$ cat src/sv/cdq_pkg.sv
// ----------------------------------------------------------------------------
// cdq_pkg
// Shared sizes, request codes and status codes of the circular deque.
// ----------------------------------------------------------------------------
package cdq_pkg;

  // Storage geometry
  localparam int DEPTH      = 16;
  localparam int DATA_WIDTH = 32;
  localparam int IDX_W      = (DEPTH > 1) ? $clog2(DEPTH) : 1;
  localparam int CNT_W      = $clog2(DEPTH + 1);

  // Field widths on the ports
  localparam int REQ_W        = 3;
  localparam int VALUE_W      = 32;
  localparam int OFFSET_W     = 4;
  localparam int READ_DATA_W  = 32;
  localparam int STATUS_W     = 2;
  localparam int ITEM_COUNT_W = 5;

  // Packed word widths, padded to whole bytes
  localparam int IN_FIELDS_W  = VALUE_W + OFFSET_W;
  localparam int IN_TDATA_W   = ((IN_FIELDS_W + 7) / 8) * 8;
  localparam int OUT_FIELDS_W = READ_DATA_W + STATUS_W + ITEM_COUNT_W + 2;
  localparam int OUT_TDATA_W  = ((OUT_FIELDS_W + 7) / 8) * 8;

  // Width used for head plus offset and for the offset range check
  localparam int SUM_W = ((IDX_W > OFFSET_W) ? IDX_W : OFFSET_W) + 1;

  typedef enum logic [REQ_W-1:0] {
    REQ_PUSH_BACK  = 3'd0,
    REQ_PUSH_FRONT = 3'd1,
    REQ_POP_FRONT  = 3'd2,
    REQ_PEEK_FRONT = 3'd3,
    REQ_READ_AT    = 3'd4
  } req_t;

  typedef enum logic [STATUS_W-1:0] {
    ST_OK    = 2'd0,
    ST_EMPTY = 2'd1,
    ST_FULL  = 2'd2,
    ST_RANGE = 2'd3
  } status_t;

endpackage

$ cat src/sv/cdq_ram.sv
// ----------------------------------------------------------------------------
// cdq_ram
// Simple dual-port synchronous RAM: one write port, one read port with the
// read data registered.
// ----------------------------------------------------------------------------
module cdq_ram #(
  parameter int DEPTH  = 16,
  parameter int WIDTH  = 32,
  parameter int ADDR_W = (DEPTH > 1) ? $clog2(DEPTH) : 1
) (
  input  logic              clk,
  input  logic              we,
  input  logic [ADDR_W-1:0] waddr,
  input  logic [WIDTH-1:0]  wdata,
  input  logic              re,
  input  logic [ADDR_W-1:0] raddr,
  output logic [WIDTH-1:0]  rdata
);

  logic [WIDTH-1:0] mem [DEPTH];
  logic [WIDTH-1:0] rdata_r;

  always_ff @(posedge clk) begin
    if (we) begin
      mem[waddr] <= wdata;
    end
    if (re) begin
      rdata_r <= mem[raddr];
    end
  end

  assign rdata = rdata_r;

endmodule

$ cat src/sv/circular_deque_top.sv
// ----------------------------------------------------------------------------
// circular_deque_top
// Ring-buffer deque: push back, push front, pop front, peek front and read at
// an offset from the head, with one result word per request.
// ----------------------------------------------------------------------------
// Usage
//   Requests arrive on the in_ stream: the request kind in in_tuser, the push
//   word and the read offset in in_tdata. Each accepted word yields exactly
//   one result word on the out_ stream carrying the data read, a status, the
//   entry count after the request and the empty and full flags.
//   Pushes and requests that read nothing (rejected or failed) are answered
//   from the output register in the cycle after acceptance. Pop, peek and read
//   at offset go through the single read port of the slot RAM, whose read data
//   is registered and then passed into the output register; no new request is
//   taken meanwhile. One request is in flight at a time.
//   Reset (rst_n low, synchronous) empties the deque: head, tail and count go
//   to zero; the slot RAM is not cleared, as only written slots are ever read.
//   A result waiting on a stalled receiver is held in the output register; a
//   new request is taken in the same cycle that result is taken.
// ----------------------------------------------------------------------------
module circular_deque_top (
  input  logic                            clk,
  input  logic                            rst_n,
  // in_tdata: push_value [31:0], offset [35:32], zero pad
  input  logic                            in_tvalid,
  output logic                            in_tready,
  input  logic [cdq_pkg::IN_TDATA_W-1:0]  in_tdata,
  // in_tuser: req_type [2:0]
  input  logic [cdq_pkg::REQ_W-1:0]       in_tuser,
  // out_tdata: read_data [31:0], status [33:32], item_count [38:34],
  //            is_empty [39], is_full [40], zero pad
  output logic                            out_tvalid,
  input  logic                            out_tready,
  output logic [cdq_pkg::OUT_TDATA_W-1:0] out_tdata
);

  localparam int IDX_W = cdq_pkg::IDX_W;
  localparam int CNT_W = cdq_pkg::CNT_W;
  localparam int SUM_W = cdq_pkg::SUM_W;

  typedef enum logic {
    S_IDLE,
    S_READ
  } state_t;

  state_t state_r;

  logic [IDX_W-1:0] head_r, head_nxt;
  logic [IDX_W-1:0] tail_r, tail_nxt;
  logic [CNT_W-1:0] count_r, count_nxt;

  logic                                out_tvalid_r;
  logic [cdq_pkg::READ_DATA_W-1:0]     out_data_r;
  cdq_pkg::status_t                    out_status_r;
  logic [cdq_pkg::ITEM_COUNT_W-1:0]    out_count_r;
  logic                                out_empty_r;
  logic                                out_full_r;

  logic                               accept;
  cdq_pkg::req_t                      req;
  logic [cdq_pkg::DATA_WIDTH-1:0]     push_word;
  logic [cdq_pkg::OFFSET_W-1:0]       offset;
  logic                               is_empty;
  logic                               is_full;
  cdq_pkg::status_t                   status;
  logic [SUM_W-1:0]                   off_sum;
  logic [SUM_W-1:0]                   at_sum;
  logic [IDX_W-1:0]                   at_addr;

  logic                               ram_we;
  logic [IDX_W-1:0]                   ram_waddr;
  logic                               ram_re;
  logic [IDX_W-1:0]                   ram_raddr;
  logic [cdq_pkg::DATA_WIDTH-1:0]     ram_rdata;

  function automatic logic [IDX_W-1:0] idx_next(input logic [IDX_W-1:0] i);
    return (i == IDX_W'(cdq_pkg::DEPTH - 1)) ? '0 : i + 1'b1;
  endfunction

  function automatic logic [IDX_W-1:0] idx_prev(input logic [IDX_W-1:0] i);
    return (i == '0) ? IDX_W'(cdq_pkg::DEPTH - 1) : i - 1'b1;
  endfunction

  assign accept    = in_tvalid && in_tready;
  assign in_tready = (state_r == S_IDLE) && (!out_tvalid_r || out_tready);
  assign req       = cdq_pkg::req_t'(in_tuser);
  assign push_word = cdq_pkg::DATA_WIDTH'(in_tdata[cdq_pkg::VALUE_W-1:0]);
  assign offset    = in_tdata[cdq_pkg::VALUE_W +: cdq_pkg::OFFSET_W];
  assign is_empty  = (count_r == '0);
  assign is_full   = (count_r == CNT_W'(cdq_pkg::DEPTH));

  // Head plus offset stays below twice the depth when the offset is in range
  assign off_sum = SUM_W'(head_r) + SUM_W'(offset);
  assign at_sum  = (off_sum >= SUM_W'(cdq_pkg::DEPTH)) ?
                   off_sum - SUM_W'(cdq_pkg::DEPTH) : off_sum;
  assign at_addr = at_sum[IDX_W-1:0];

  always_comb begin
    head_nxt  = head_r;
    tail_nxt  = tail_r;
    count_nxt = count_r;
    status    = cdq_pkg::ST_OK;
    ram_we    = 1'b0;
    ram_waddr = tail_r;
    ram_re    = 1'b0;
    ram_raddr = head_r;
    if (accept) begin
      case (req)
        cdq_pkg::REQ_PUSH_BACK: begin
          if (is_full) begin
            status = cdq_pkg::ST_FULL;
          end else begin
            ram_we    = 1'b1;
            tail_nxt  = idx_next(tail_r);
            count_nxt = count_r + 1'b1;
          end
        end
        cdq_pkg::REQ_PUSH_FRONT: begin
          if (is_full) begin
            status = cdq_pkg::ST_FULL;
          end else if (is_empty) begin
            ram_we    = 1'b1;
            tail_nxt  = idx_next(tail_r);
            count_nxt = count_r + 1'b1;
          end else begin
            ram_we    = 1'b1;
            ram_waddr = idx_prev(head_r);
            head_nxt  = idx_prev(head_r);
            count_nxt = count_r + 1'b1;
          end
        end
        cdq_pkg::REQ_POP_FRONT: begin
          if (is_empty) begin
            status = cdq_pkg::ST_EMPTY;
          end else begin
            ram_re    = 1'b1;
            head_nxt  = idx_next(head_r);
            count_nxt = count_r - 1'b1;
          end
        end
        cdq_pkg::REQ_PEEK_FRONT: begin
          if (is_empty) begin
            status = cdq_pkg::ST_EMPTY;
          end else begin
            ram_re = 1'b1;
          end
        end
        cdq_pkg::REQ_READ_AT: begin
          if (is_empty) begin
            status = cdq_pkg::ST_EMPTY;
          end else if (SUM_W'(offset) >= SUM_W'(count_r)) begin
            status = cdq_pkg::ST_RANGE;
          end else begin
            ram_re    = 1'b1;
            ram_raddr = at_addr;
          end
        end
        default: begin
          status = cdq_pkg::ST_OK;
        end
      endcase
    end
  end

  cdq_ram #(
    .DEPTH  (cdq_pkg::DEPTH),
    .WIDTH  (cdq_pkg::DATA_WIDTH),
    .ADDR_W (IDX_W)
  ) u_slots (
    .clk   (clk),
    .we    (ram_we),
    .waddr (ram_waddr),
    .wdata (push_word),
    .re    (ram_re),
    .raddr (ram_raddr),
    .rdata (ram_rdata)
  );

  always_ff @(posedge clk) begin
    if (!rst_n) begin
      state_r      <= S_IDLE;
      out_tvalid_r <= 1'b0;
      head_r       <= '0;
      tail_r       <= '0;
      count_r      <= '0;
    end else begin
      head_r  <= head_nxt;
      tail_r  <= tail_nxt;
      count_r <= count_nxt;
      case (state_r)
        S_IDLE: begin
          if (accept) begin
            out_status_r <= status;
            out_count_r  <= cdq_pkg::ITEM_COUNT_W'(count_nxt);
            out_empty_r  <= (count_nxt == '0);
            out_full_r   <= (count_nxt == CNT_W'(cdq_pkg::DEPTH));
            if (ram_re) begin
              // hold the result back until the slot word arrives
              out_tvalid_r <= 1'b0;
              state_r      <= S_READ;
            end else begin
              out_data_r   <= '0;
              out_tvalid_r <= 1'b1;
            end
          end else if (out_tready) begin
            out_tvalid_r <= 1'b0;
          end
        end
        S_READ: begin
          out_data_r   <= cdq_pkg::READ_DATA_W'(ram_rdata);
          out_tvalid_r <= 1'b1;
          state_r      <= S_IDLE;
        end
        default: begin
          state_r <= S_IDLE;
        end
      endcase
    end
  end

  assign out_tvalid = out_tvalid_r;
  assign out_tdata  = cdq_pkg::OUT_TDATA_W'({out_full_r, out_empty_r, out_count_r,
                                             out_status_r, out_data_r});

  // Count never exceeds the capacity
  a_count_bound: assert property (@(posedge clk) disable iff (!rst_n)
    count_r <= CNT_W'(cdq_pkg::DEPTH))
    else $error("entry count above capacity");

  // Head and tail coincide when the deque is empty or full
  a_ptr_count: assert property (@(posedge clk) disable iff (!rst_n)
    ((count_r == '0) || (count_r == CNT_W'(cdq_pkg::DEPTH))) |-> (head_r == tail_r))
    else $error("head and tail disagree with an empty or full count");

  // While a slot read is outstanding the output register is free
  a_read_slot_free: assert property (@(posedge clk) disable iff (!rst_n)
    (state_r == S_READ) |-> !out_tvalid_r)
    else $error("result register busy during slot read");

  // A read request issued to the RAM moves to S_READ and then delivers its result
  a_read_delivers: assert property (@(posedge clk) disable iff (!rst_n)
    ram_re |=> (state_r == S_READ) ##1 out_tvalid_r)
    else $error("slot read did not produce a result");

  // No RAM read and write in the same cycle
  a_no_rw_overlap: assert property (@(posedge clk) disable iff (!rst_n)
    !(ram_re && ram_we))
    else $error("slot read and write overlap");

endmodule
$ cat config.mk
export PLATFORM = sky130hd
export DESIGN_NAME = circular_deque_top
export DESIGN_NICKNAME = d
export VERILOG_FILES = /design/src/sv/cdq_pkg.sv /design/src/sv/cdq_ram.sv /design/src/sv/circular_deque_top.sv
export SDC_FILE = /design/constraint.sdc
export NUM_CORES = 1
export LEC_CHECK = 0
export CAP_MARGIN = 20
export CORE_AREA = 2 2 264 266
export DETAILED_ROUTE_END_ITERATION = 7
export DIE_AREA = 0 0 266 268
export DONT_BUFFER_PORTS = 1
export PLACE_DENSITY = 0.61
export RECOVER_POWER = 25
export SLEW_MARGIN = 20
export SYNTH_ARGS = -nofsm -noshare
export SYNTH_HDL_FRONTEND = slang
export SYNTH_SLANG_ARGS = --single-unit
$ cat constraint.sdc
create_clock -name clk -period 13.3 [get_ports clk]
set_input_delay 2.66 -clock clk [delete_from_list [all_inputs] [get_ports clk]]
set_output_delay 2.66 -clock clk [all_outputs]
set_load 0.05 [all_outputs]
==> metrics list <==
- HPWL after DPL: about 28 mm
* Inst Count DP: 2,406
- Vias in the first global route: ~13,000
- Post-route non-filler standard cell count: 2,512
- Counting flops and latches in the post-synthesis netlist gives 600.
- The pre-antenna-repair detailed-routing pass consisted of 5 iterations.
- Number of standard cells after synthesis: 1,600
- For this configuration, the core starts out at a cell density of 0.347.
- Final weighted congestion of routability-driven global placement: 0.763
- Setup_tns: 0 ns
* Area growth syn-to-layout: 11.6%
* Cell type contributing the most total cell area after synthesis: sky130_fd_sc_hd__edfxtp_1
- In this run the horizontal extent of the chip is between 200 and 300 um.
- Skew final: 0.0271 ns
* Crit path arrival time: 6.63 ns
* CP endpoint kind: flop
* Cell class contributing the biggest share of worst-path delay: simple AND/OR/NAND/NOR gates
- Async set-reset flop share out of synthesis: 0
* Number of resized instances in the post-cts repair step: 0
- Number of enable flip-flop cells after synthesis: around 590
- In this run the core area contains 96 standard-cell rows.
* Biggest area contributors in the synthesized netlist: sky130_fd_sc_hd__edfxtp_1 74%, sky130_fd_sc_hd__a21oi_1 5.0%, sky130_fd_sc_hd__a221oi_1 4.7%, sky130_fd_sc_hd__nand2_1 3.9%, sky130_fd_sc_hd__mux2i_1 1.7%
* I/O Buffers: 0
- Most common cell after layout, fill and taps aside: sky130_fd_sc_hd__edfxtp_1
* Clock-pin slew reported for the worst setup and hold paths after clock tree synthesis: 0.07 ns
- At the later pin of the worst-skew pair, clock insertion delay measures roughly 0.62 ns.
- In this run the remaining antenna-violating nets after routing total 0.
- Worst path buffer plus inverter count: 2
- Die extent in y: 268 um
- In this run the worst path has a maximum fanout of 86.
- The worst path needs 6.29 ns of the cycle, external delays included.
- Top cell type's share of synthesized area: 0.742
- Gr ovfl total: 0
- For the pin with the worst max-slew slack, the measured transition is approximately 1.5 ns.
- In the final routed layout, each cell accounts on average for 23.1 um.
- The average instance in the mapped netlist occupies 14.8 um2.
- First-pass GRT wire length: 84.8 mm
* Most frequent cells in the layout: 585 x sky130_fd_sc_hd__edfxtp_1, 247 x sky130_fd_sc_hd__nand2_1, 239 x sky130_fd_sc_hd__a21oi_1
- Clock tree from TritonCTS: built
- Number of top-level design ports: 97
- Number of CTS-inserted buffers: 56
- The clock passes through at most 3 buffers.
- Root Buffer: sky130_fd_sc_hd__clkbuf_16
* Count of vias placed by the detailed router: 13,800
- Post-CTS setup buffer count: 0
- For this design the ratio of total power to cell area is ~140 nW/um2.
- In the final design database the tool counted 1,644 nets.
- Summed area of non-filler cells in the final layout: 26,400 um2
* Remaining DRCs: 0
- The worst hold path belongs to the class reg -> reg.
* Worst ir drop on vdd: 0.0000992 V
- Setup violations remaining at the end of the flow were counted as 0.
* Post-CTS Hold Buffers: 0
- The worst setup path is launched from an input port.
- For this design the static power due to leakage is 8.75 nW.
* Final cycle utilization of the critical path: 0.473
- Setup repair after global routing left no endpoint under its margin.
- STA puts the critical path data required time at roughly 14 ns.
* Level count of the clock H-tree: 2
- Total length of routed wires: 58.0 mm
- The critical path is of the in -> reg type.
- The most used flip-flop cell after synthesis is sky130_fd_sc_hd__edfxtp_1.
- Number of distinct standard cells referenced by the synthesized netlist: 58
- The tree built by TritonCTS fans out to 600 sinks.
* Delay of the slowest cell on the worst path: 0.92 ns
- ANT cells: 0
- In this run the tightest slew margin relative to its limit is 0.00464.
- The mapped netlist covers about 24,000 um2.
* Ratio of cells with drive above 1 in the final layout: 0.0914
* Initial antenna violation count: 0
- Cell breakdown of the critical path: inv_1, ha_1, nand2b_4, a2111oi_4, o31ai_2, o21ai_1, and2_4, buf_4, mux2i_1, a221oi_1, or4_1
- Number of failing hold endpoints at the final stage: 0
* Number of violations reported at the end of detailed-routing iteration 0: 1,327
- Vias per inst: 5.49
- For this run, the total global-route usage over all layers was measured as 0.159.
- Number of synthesis warnings: 0
- Timing would allow up to 159 MHz.
* Worst path slowest cell: sky130_fd_sc_hd__buf_4
* Pin count of the biggest net entering global routing: slightly below 90
- Max-cap violations: 0
- Status: completed
- The max-slew violation total from the final report came to 0.
- Total die area: 71,300 um2
* Seq/Total Area, Yosys: 0.754
* Placement Cell Area: approximately 25,000 um2
- After floorplanning, the core was sized to cover 68,200 um2.
[worst paths after layout]
check	to	slack, ns	depth (start not counted)	startpoint
worst max-delay path	u_slots.rdata[29]	7.01	11	in_tdata[32]
worst min-delay path	out_data_r[3]	0.52	1	u_slots.rdata[3]
worst max register to register	u_slots.rdata[29]	8.26	9	state_r
worst min register to register	out_data_r[3]	0.52	1	u_slots.rdata[3]
[kinds of logic (layout without fill, tap and decap cells)]
logic type | after synthesis | after routing | share of synthesized area
xor gates and xnor gates | 5 | 5 | 0.00185
DFF | 600 | 600 | 0.754
adders and majority gates | 15 | 15 | 0.00824
muxes | 44 | 44 | 0.0189
AOI/OAI and AO/OA | 413 | 413 | 0.112
and+or+nand+nor | 394 | 394 | 0.0764
other | 1 | 7 | 0.000158
buffers and inverters | 128 | 152 | 0.0280
[routing by layer]
layer  part of all wire  track usage  vias to the layer above  wire [um]
met5                  0            0                        -          0
met4              0.026       0.0527                        0       1510
met3              0.072       0.0312                      102       4160
met2               0.50        0.274                      509      28800
met1               0.41        0.203                     7052      23500
li1                   -            -                     6131          -
[cell usage after synthesis (all sizes together) (2+ instances only)]
library cell,number
a31oi,2
a22o,2
clkbuf,70
nor2b,8
o21a,3
a21o,2
o21ai,16
o31ai,2
edfxtp,585
a22oi,2
or4,34
a21boi,3
and3,3
nor2,39
or3,5
mux2,3
nand2,248
ha,14
and2,40
inv,15
a211oi,2
mux2i,41
dfxtp,15
nor3,5
xnor2,4
o22ai,2
nand2b,6
buf,43
a21oi,239
a221oi,128
[layout make-up]
class / instances / area (um2)
well taps: 882 / 1100
fillers: 6226 / 41800
clock buffers: 64 / 1450
repair buffers: 31 / 233
clock inverters: 42 / 354
flip-flops and latches: 600 / 17900
multi-input cells: 878 / 5370
inverters: 15 / 56.3
[worst register-to-register path: cells and delay by family, from the launching register on]
kind / cells / cell delay [ns]
AO/OA/AOI/OAI: 1 / 0.09
AND/OR/NAND/NOR: 6 / 2.13
buffers and inverters: 1 / 0.96
multiplexers: 1 / 0.28
flip-flops: 1 / 1.31
[state kept, by name (all words and copies together) (netlist names)]
| register | count |
|---|---|
| state_r | 1 |
| u_slots.rdata | 32 |
| out_full_r | 1 |
| out_empty_r | 1 |
| out_count_r | 5 |
| head_r | 4 |
| out_status_r | 2 |
| out_data_r | 32 |
| out_tvalid | 1 |
| count_r | 5 |
| tail_r | 4 |
| u_slots.mem | 512 |
[through the flow]
step / setup slack [ns] / utilization / total power [W] / hold slack (ns)
after floorplan: 6.58 / - / 0.00222 / 0.477
after global placement: 6.44 / 0.361 / 0.00224 / 0.506
after detailed placement: 6.38 / 0.361 / 0.00225 / 0.515
after CTS: 7.06 / 0.387 / 0.00381 / 0.520
after global routing: 6.75 / 0.387 / 0.00388 / 0.544
final: 7.01 / 0.387 / 0.00377 / 0.517
[power breakdown]
part / switching [W] / internal [W]
clock: 0.000700 / 0.000867
combinational: 0.0000639 / 0.0000295
sequential: 0.0000248 / 0.00209
No activity file was read; power rests on OpenSTA's default activity.
